## src/fla_pkg.sv

```systemverilog
// Shared types and constants for the free list node allocator.
// No dependencies; every other file but fla_ram imports this package.
package fla_pkg;

   localparam int OFFSET_W   = 16;
   localparam int STATUS_W   = 3;
   localparam int RSP_IDX_W  = 6;

   localparam int POOL_NODES_DEF = 64;
   localparam int NODE_BYTES_DEF = 32;

   localparam logic KIND_ALLOC = 1'b0;
   localparam logic KIND_FREE  = 1'b1;

   localparam logic [STATUS_W-1:0] ST_OK        = 3'd0;
   localparam logic [STATUS_W-1:0] ST_EMPTY     = 3'd1;
   localparam logic [STATUS_W-1:0] ST_RANGE     = 3'd2;
   localparam logic [STATUS_W-1:0] ST_UNALIGNED = 3'd3;
   localparam logic [STATUS_W-1:0] ST_DOUBLE    = 3'd4;

   typedef struct packed {
      logic                kind;
      logic [OFFSET_W-1:0] free_offset;
   } req_type;

   typedef struct packed {
      logic [STATUS_W-1:0]  status;
      logic [RSP_IDX_W-1:0] node_index;
   } rsp_type;

   typedef struct packed {
      logic lt;
      logic eq;
   } alu_flags_type;

endpackage

```

## src/fla_ram.sv

```systemverilog
// Generic single write port, single read port RAM with registered read data.
// No dependencies.
module fla_ram #(
   parameter int WIDTH = 8,
   parameter int DEPTH = 64
) (
   input  logic                     clock,
   input  logic                     wr_en,
   input  logic [$clog2(DEPTH)-1:0] wr_addr,
   input  logic [WIDTH-1:0]         wr_data,
   input  logic [$clog2(DEPTH)-1:0] rd_addr,
   output logic [WIDTH-1:0]         rd_data
);

   logic [WIDTH-1:0] mem [DEPTH];
   logic [WIDTH-1:0] rd_data_ff;

   always_ff @(posedge clock) begin
      if (wr_en) begin
         mem[wr_addr] <= wr_data;
      end
      rd_data_ff <= mem[rd_addr];
   end

   assign rd_data = rd_data_ff;

endmodule

```

## src/fla_alu.sv

```systemverilog
// Shared compare unit used for range check, alignment check and list walk.
// Depends on fla_pkg.
module fla_alu #(
   parameter int W = 16
) (
   input  logic [W-1:0]           a,
   input  logic [W-1:0]           b,
   output fla_pkg::alu_flags_type flags
);
   import fla_pkg::*;

   assign flags.lt = (a < b);
   assign flags.eq = (a == b);

endmodule

```

## src/free_list_node_allocator.sv

```systemverilog
// Free list node allocator: top level. Depends on fla_pkg, fla_ram and fla_alu.
// Node links live in one RAM; a sequencer drives one shared compare unit.
// After reset a fill pass writes the initial chain, with req_ready low. An
// allocate passes through S_ALLOC and then S_RESP (only S_RESP when the pool
// is empty). A free passes a range check in S_RANGE (then S_RESP when out of
// range), an alignment check in S_ALIGN on a reciprocal multiply by NODE_BYTES
// (then S_RESP when unaligned), then S_WALK, with S_WAIT and S_WALK again for
// each list link passed, up to POOL_NODES, then S_RESP, plus any rsp_ready wait.
// req_ready returns in the same cycle as the result is posted. One request is in
// flight at a time; a new one is taken while the previous result still waits on
// rsp_ready, and its own result is held back until that one is taken.
module free_list_node_allocator #(
   parameter int POOL_NODES = fla_pkg::POOL_NODES_DEF,
   parameter int NODE_BYTES = fla_pkg::NODE_BYTES_DEF
) (
   input  logic             clock,
   input  logic             reset,
   input  logic             req_valid,
   output logic             req_ready,
   input  fla_pkg::req_type req_data,
   output logic             rsp_valid,
   input  logic             rsp_ready,
   output fla_pkg::rsp_type rsp_data
);
   import fla_pkg::*;

   localparam int IDX_W      = $clog2(POOL_NODES);
   localparam int LINK_W     = $clog2(POOL_NODES + 1);
   localparam int STEP_W     = $clog2(POOL_NODES + 1);
   localparam int POOL_BYTES = POOL_NODES * NODE_BYTES;
   localparam int PB_W       = $clog2(POOL_BYTES + 1);
   localparam int ALU_W      = (PB_W > OFFSET_W) ? PB_W : OFFSET_W;
   localparam int WIDE_W     = IDX_W + RSP_IDX_W;
   localparam int NB_LOG     = $clog2(NODE_BYTES);
   localparam int DIV_SH     = OFFSET_W + NB_LOG;
   localparam int MUL_W      = OFFSET_W + 1;
   localparam int PROD_W     = OFFSET_W + MUL_W;
   localparam int DIV_MUL    = ((1 << DIV_SH) + NODE_BYTES - 1) / NODE_BYTES;
   localparam logic [MUL_W-1:0]  DIV_MUL_C = MUL_W'(DIV_MUL);
   localparam logic [LINK_W-1:0] LINK_END  = LINK_W'(POOL_NODES);

   typedef enum logic [7:0] {
      S_INIT  = 8'b0000_0001,
      S_IDLE  = 8'b0000_0010,
      S_RANGE = 8'b0000_0100,
      S_ALIGN = 8'b0000_1000,
      S_WALK  = 8'b0001_0000,
      S_WAIT  = 8'b0010_0000,
      S_ALLOC = 8'b0100_0000,
      S_RESP  = 8'b1000_0000
   } state_type;

   state_type              state_ff, state_in;
   logic [IDX_W-1:0]       init_cnt_ff, init_cnt_in;
   logic [LINK_W-1:0]      head_ff, head_in;
   logic [LINK_W-1:0]      cur_ff, cur_in;
   logic [IDX_W-1:0]       node_ff, node_in;
   logic [STEP_W-1:0]      steps_ff, steps_in;
   logic [OFFSET_W-1:0]    offset_ff, offset_in;
   logic [STATUS_W-1:0]    status_ff, status_in;
   logic                   rsp_valid_ff, rsp_valid_in;
   rsp_type                rsp_ff, rsp_in;

   logic                   ram_we;
   logic [IDX_W-1:0]       ram_wr_addr;
   logic [LINK_W-1:0]      ram_wr_data;
   logic [IDX_W-1:0]       ram_rd_addr;
   logic [LINK_W-1:0]      ram_rd_data;

   logic [ALU_W-1:0]       alu_a, alu_b;
   alu_flags_type          alu_flags;

   logic [PROD_W-1:0]      div_prod;
   logic [IDX_W-1:0]       div_quo;
   logic [ALU_W-1:0]       node_base;
   logic                   walk_done;
   logic [WIDE_W-1:0]      idx_wide;

   fla_ram #(
      .WIDTH (LINK_W),
      .DEPTH (POOL_NODES)
   ) u_link_ram (
      .clock   (clock),
      .wr_en   (ram_we),
      .wr_addr (ram_wr_addr),
      .wr_data (ram_wr_data),
      .rd_addr (ram_rd_addr),
      .rd_data (ram_rd_data)
   );

   fla_alu #(
      .W (ALU_W)
   ) u_alu (
      .a     (alu_a),
      .b     (alu_b),
      .flags (alu_flags)
   );

   // exact floor(offset / NODE_BYTES) for any 16-bit offset; div_quo keeps IDX_W bits
   assign div_prod  = {{MUL_W{1'b0}}, offset_ff} * {{OFFSET_W{1'b0}}, DIV_MUL_C};
   assign div_quo   = IDX_W'(div_prod[PROD_W-1:DIV_SH]);
   assign node_base = ALU_W'(node_ff) * ALU_W'(NODE_BYTES);
   assign walk_done = (steps_ff == STEP_W'(POOL_NODES)) || (cur_ff >= LINK_END);
   assign idx_wide  = WIDE_W'(node_ff);

   always_comb begin
      case (state_ff)
         S_RANGE: begin
            alu_a = ALU_W'(offset_ff);
            alu_b = ALU_W'(POOL_BYTES);
         end
         S_ALIGN: begin
            alu_a = ALU_W'(offset_ff);
            alu_b = node_base;
         end
         S_WALK: begin
            alu_a = ALU_W'(cur_ff);
            alu_b = ALU_W'(node_ff);
         end
         default: begin
            alu_a = '0;
            alu_b = '0;
         end
      endcase
   end

   always_comb begin
      state_in     = state_ff;
      init_cnt_in  = init_cnt_ff;
      head_in      = head_ff;
      cur_in       = cur_ff;
      node_in      = node_ff;
      steps_in     = steps_ff;
      offset_in    = offset_ff;
      status_in    = status_ff;
      rsp_in       = rsp_ff;
      rsp_valid_in = rsp_valid_ff & ~rsp_ready;
      ram_we       = 1'b0;
      ram_wr_addr  = node_ff;
      ram_wr_data  = head_ff;
      ram_rd_addr  = cur_ff[IDX_W-1:0];

      case (state_ff)
         S_INIT: begin
            ram_we      = 1'b1;
            ram_wr_addr = init_cnt_ff;
            ram_wr_data = LINK_W'(init_cnt_ff) + LINK_W'(1);
            init_cnt_in = init_cnt_ff + IDX_W'(1);
            if (init_cnt_ff == IDX_W'(POOL_NODES - 1)) begin
               state_in = S_IDLE;
            end
         end
         S_IDLE: begin
            ram_rd_addr = head_ff[IDX_W-1:0];
            if (req_valid) begin
               if (req_data.kind == KIND_FREE) begin
                  offset_in = req_data.free_offset;
                  state_in  = S_RANGE;
               end else if (head_ff >= LINK_END) begin
                  status_in = ST_EMPTY;
                  node_in   = '0;
                  state_in  = S_RESP;
               end else begin
                  node_in  = head_ff[IDX_W-1:0];
                  state_in = S_ALLOC;
               end
            end
         end
         S_ALLOC: begin
            head_in     = ram_rd_data;
            ram_we      = 1'b1;
            ram_wr_addr = node_ff;
            ram_wr_data = LINK_END;
            status_in   = ST_OK;
            state_in    = S_RESP;
         end
         S_RANGE: begin
            if (alu_flags.lt) begin
               node_in  = div_quo;
               state_in = S_ALIGN;
            end else begin
               status_in = ST_RANGE;
               node_in   = '0;
               state_in  = S_RESP;
            end
         end
         S_ALIGN: begin
            if (alu_flags.eq) begin
               cur_in   = head_ff;
               steps_in = '0;
               state_in = S_WALK;
            end else begin
               status_in = ST_UNALIGNED;
               node_in   = '0;
               state_in  = S_RESP;
            end
         end
         S_WALK: begin
            if (walk_done) begin
               ram_we      = 1'b1;
               ram_wr_addr = node_ff;
               ram_wr_data = head_ff;
               head_in     = LINK_W'(node_ff);
               status_in   = ST_OK;
               state_in    = S_RESP;
            end else if (alu_flags.eq) begin
               status_in = ST_DOUBLE;
               node_in   = '0;
               state_in  = S_RESP;
            end else begin
               steps_in = steps_ff + STEP_W'(1);
               state_in = S_WAIT;
            end
         end
         S_WAIT: begin
            cur_in   = ram_rd_data;
            state_in = S_WALK;
         end
         S_RESP: begin
            if (!rsp_valid_ff || rsp_ready) begin
               rsp_valid_in      = 1'b1;
               rsp_in.status     = status_ff;
               rsp_in.node_index = idx_wide[RSP_IDX_W-1:0];
               state_in          = S_IDLE;
            end
         end
         default: begin
            state_in = S_INIT;
         end
      endcase
   end

   always_ff @(posedge clock) begin
      if (reset) begin
         state_ff     <= S_INIT;
         init_cnt_ff  <= '0;
         head_ff      <= '0;
         steps_ff     <= '0;
         rsp_valid_ff <= 1'b0;
      end else begin
         state_ff     <= state_in;
         init_cnt_ff  <= init_cnt_in;
         head_ff      <= head_in;
         steps_ff     <= steps_in;
         rsp_valid_ff <= rsp_valid_in;
      end
   end

   always_ff @(posedge clock) begin
      cur_ff    <= cur_in;
      node_ff   <= node_in;
      offset_ff <= offset_in;
      status_ff <= status_in;
      rsp_ff    <= rsp_in;
   end

   assign req_ready = (state_ff == S_IDLE);
   assign rsp_valid = rsp_valid_ff;
   assign rsp_data  = rsp_ff;

endmodule

```

## config.mk

```make
export PLATFORM = sky130hd
export DESIGN_NAME = free_list_node_allocator
export DESIGN_NICKNAME = d
export VERILOG_FILES = /design/src/fla_pkg.sv /design/src/fla_ram.sv /design/src/fla_alu.sv /design/src/free_list_node_allocator.sv
export SDC_FILE = /design/constraint.sdc
export NUM_CORES = 1
export LEC_CHECK = 0
export ABC_AREA = 1
export BUFFER_PORTS_ARGS = -buffer_cell sky130_fd_sc_hd__buf_4
export CORE_ASPECT_RATIO = 1.2
export CORE_MARGIN = 2
export CORE_UTILIZATION = 55
export DETAILED_ROUTE_END_ITERATION = 16
export PLACE_DENSITY = 0.7
export SETUP_SLACK_MARGIN = 0.3
export SLEW_MARGIN = 20
export SYNTH_ARGS = -nofsm -noshare
export SYNTH_HDL_FRONTEND = slang
export SYNTH_SLANG_ARGS = --single-unit
```

## constraint.sdc

```tcl
create_clock -name clock -period 5.5 [get_ports clock]
set_input_delay 1.1 -clock clock [delete_from_list [all_inputs] [get_ports clock]]
set_output_delay 1.1 -clock clock [all_outputs]
set_load 0.05 [all_outputs]
```

==> qor.yml <==
clock_tree:
  cts_buffers: 50
  cts_root_buf: "clkbuf_16"
  cts.path.max_buffers: 3
  cts_tree: "built"
  clk_latency_ps: 610
  post_cts_buffers: 0
  cts_sinks: 525
  cts_resized: 0
  clkTransAtPathRegs_ps: 60
  htree_levels: 2
  ctsHoldBuffers: 0
global_routing:
  grt_overflow_total: 0
  grt_pass1_wl_um: 91460
  gr-usage-all-layers: 0.2660
  grt_pass1_vias: 16220
  antenna_found_initial: 0
  grt_start_max_net_pins: 154
timing:
  grt_setup_unrepaired: "no"
  finalSetupTns_ps: 0
  hold_violations: 0
  max_freq_mhz: 270.7
  worst_pin_slew_ps: 1060
  holdWs_ps: 425.2
  period_minus_slack_ps: 3694
  setup_viol: 0
  slew_headroom: 0.2907
  period_share: 0.6716
  finalMaxSlewViolations: 0
  fin_skew_ps: 24.57
logic_synthesis:
  synth_edf_count: 489
  synth-seq-cells: 525
  ys_seq_area_frac: 0.6514
  synth_ff_type: "edfxtp_1"
  synthCells: 2366
  yosys_warnings: 0
  synth_area_per_cell_sq_um: 9.996
  async_flop_share: 0
  syn_nets: 2402
  syn_area_sq_um: 23650
  yosysUniqueCellTypes: 40
power:
  intPower_mw: 6.871
  ir_drop_uv: 222.4
  power_frac_clock: 0.387
  seqPwrFrac: 0.525
  powerDensity_nw_per_um2: 347.5
  p_sw_frac: 0.2416
  p_leak_nw: 10.85
  pwr-share-comb: 0.089
  p_sw_mw: 2.189
drt:
  vias: 16580
  dr.pass1.iters: 8
  drt-vias-per-instance: 5.600
  drc: 0
  wire_per_inst_um: 19.96
  ant_nets: 0
  wl_um: 59080
  drt-initial-drc-count: 1691
critical_path:
  arrival_ps: 3910
  criticalPathCategory: "reg2reg"
  max_stage_delay_ps: 750
  cp_max_fo: 10
  cp-start-kind: "register"
  required_ps: 5710
  cp-end-kind: "register"
  crit_path_top_delay_cell: "a311oi_1"
  path_cells: "inv_1 -> nand2_2 -> nor2_8 -> nand4_1 -> nand2_2 -> inv_1 -> o21ai_0 -> ha_1 -> nand3_1 -> nor4_1 -> nand3_2 -> a311oi_1"
finish:
  area_growth_pct: 10.22
  layout-drive-gt1-share: 0.07475
  fill_cells: 3449
  n_antenna_cell: 0
  final_nets: 2404
floorplan:
  die_w_um: 193.3
  initial_core_util: 0.5555
  rows: 83
  num_io_pins: 32
  design.core.area_sq_um: 42580
  die-area_sq_um: 44680
  dieHeight_um: 231.2
placed_design:
  port_buffers: 31
  routabilityCongestion: 0.9698
  dp_hpwl_um: 35840
status:
  status: "complete, no violations"
flow_run:
  max_cap_viol_count: 0
min_path:
  hold_path_class: "reg2reg"
## flip-flops by register name, indices dropped and copies added, names as in the netlist
| signal | count |
|---|---|
| steps_ff | 7 |
| init_cnt_ff | 6 |
| status_ff | 3 |
| u_link_ram.rd_data | 7 |
| offset_ff | 16 |
| state_ff | 8 |
| cur_ff | 7 |
| node_ff | 6 |
| head_ff | 7 |
| rsp_data | 9 |
| u_link_ram.mem | 448 |
| rsp_valid | 1 |
## final cells by class
cell class / count / area (sq um) / share of cell area
clock buffers: 60 / 1310 / 0.05025
inverters: 470 / 1764 / 0.06768
multi-input cells: 1268 / 6126 / 0.2350
flip-flops and latches: 525 / 15400 / 0.5910
well taps: 552 / 690.7 / 0.02650
repair buffers: 53 / 435.4 / 0.01670
clock inverters: 32 / 336.6 / 0.01291
## power by group through the flow
| stage | Sequential, mW | Clock [mW] | Combinational, mW |
|---|---|---|---|
| finish | 4.75 | 3.50 | 0.804 |
| global route | 4.76 | 3.68 | 0.864 |
| global placement | 4.83 | 0 | 0.774 |
| floorplan | 4.86 | 0 | 0.426 |
| detailed placement | 4.84 | 0 | 0.793 |
| CTS | 4.75 | 3.53 | 0.797 |
## metrics by stage
stage	instances	utilization	cell area (sq um)	setup WS, ps	total power [mW]
2_1_floorplan	2366	-	23650	1040	5.285
4_1_cts	2960	0.6122	26070	1904	9.079
3_3_place_gp	2868	0.5736	24420	2022	5.605
5_1_grt	2960	0.6122	26070	1498	9.312
6_report	2960	0.6122	26070	1806	9.060
3_5_place_dp	2868	0.5736	24420	1924	5.631
## layer usage
| metal | vias up | track usage | share of wire |
|---|---|---|---|
| li1 | 7754 | - | - |
| met1 | 7835 | 0.3405 | 0.39 |
| met2 | 808 | 0.4429 | 0.48 |
| met3 | 178 | 0.04249 | 0.083 |
| met4 | 0 | 0.1341 | 0.046 |
| met5 | - | 0 | 0 |
## placed cells by master (no fill, tap or decap), drive strengths merged, types with 2 or more instances in the layout
cell type	Yosys	final
nand2	525	525
edfxtp	489	489
inv	470	470
nand3	455	455
nor2	110	110
clkbuf	18	60
buf	85	53
o21ai	42	42
dfxtp	36	36
nand3b	35	35
a21oi	32	32
clkinv	0	24
nor3	16	16
ha	15	15
o22ai	7	7
bufinv	0	7
nand4	6	6
or2	4	4
xor2	4	4
a211oi	4	4
a32o	3	3
nor4	3	3
o211ai	2	2
## final timing paths
check                           cells past startpoint                     to  slack, ps                     start
worst max-delay path                               12   node_ff[1]$_DFFE_PP_       1810  state_ff[4]$_SDFFE_PP0P_
worst min-delay path                                0  rsp_data[7]$_DFFE_PP_        430    status_ff[1]$_DFFE_PP_
worst max register to register                     12   node_ff[1]$_DFFE_PP_       1810  state_ff[4]$_SDFFE_PP0P_
worst min register to register                      0  rsp_data[7]$_DFFE_PP_        430    status_ff[1]$_DFFE_PP_
## cells in the mapped netlist, types with 3 or more instances
cell,number,area (sq um)
a32o_1,3,30.03
a21oi_1,30,150.1
nor2_1,108,405.4
or2_1,4,25.02
nand3_2,5,50.05
buf_1,10,37.54
o21ai_0,32,160.2
o21ai_1,3,15.01
nor3_2,6,60.06
o21ai_2,7,61.31
nand3b_1,35,262.8
a211oi_1,4,30.03
buf_2,73,365.4
xor2_1,4,35.03
clkbuf_1,18,67.56
o22ai_1,7,43.79
ha_1,15,187.7
inv_1,459,1723
inv_2,11,41.29
nand2_2,7,43.79
nand3_1,449,2247
dfxtp_1,36,720.7
edfxtp_1,489,14680
nand2_1,516,1937
nand4_1,6,37.54
nor3_1,10,50.05
## kinds of logic after synthesis
| kind of cell | count (synthesis) | synth area share |
|---|---|---|
| adder cells (fa/ha/maj) | 15 | 0.007936 |
| flip-flops | 525 | 0.6514 |
| AO/OA/AOI/OAI | 94 | 0.02349 |
| buffers and inverters | 573 | 0.09512 |
| AND/OR/NAND/NOR | 1155 | 0.2206 |
| XOR/XNOR | 4 | 0.001481 |
## critical path, delay by kind of cell, from the launching register on
kind | cells | cell delay (ps)
AOI/OAI and AO/OA | 2 | 990
adders and majority gates | 1 | 200
buffers and inverters | 2 | 300
DFF | 1 | 330
and+or+nand+nor | 7 | 1500
Power figures use the tool's default switching activity.
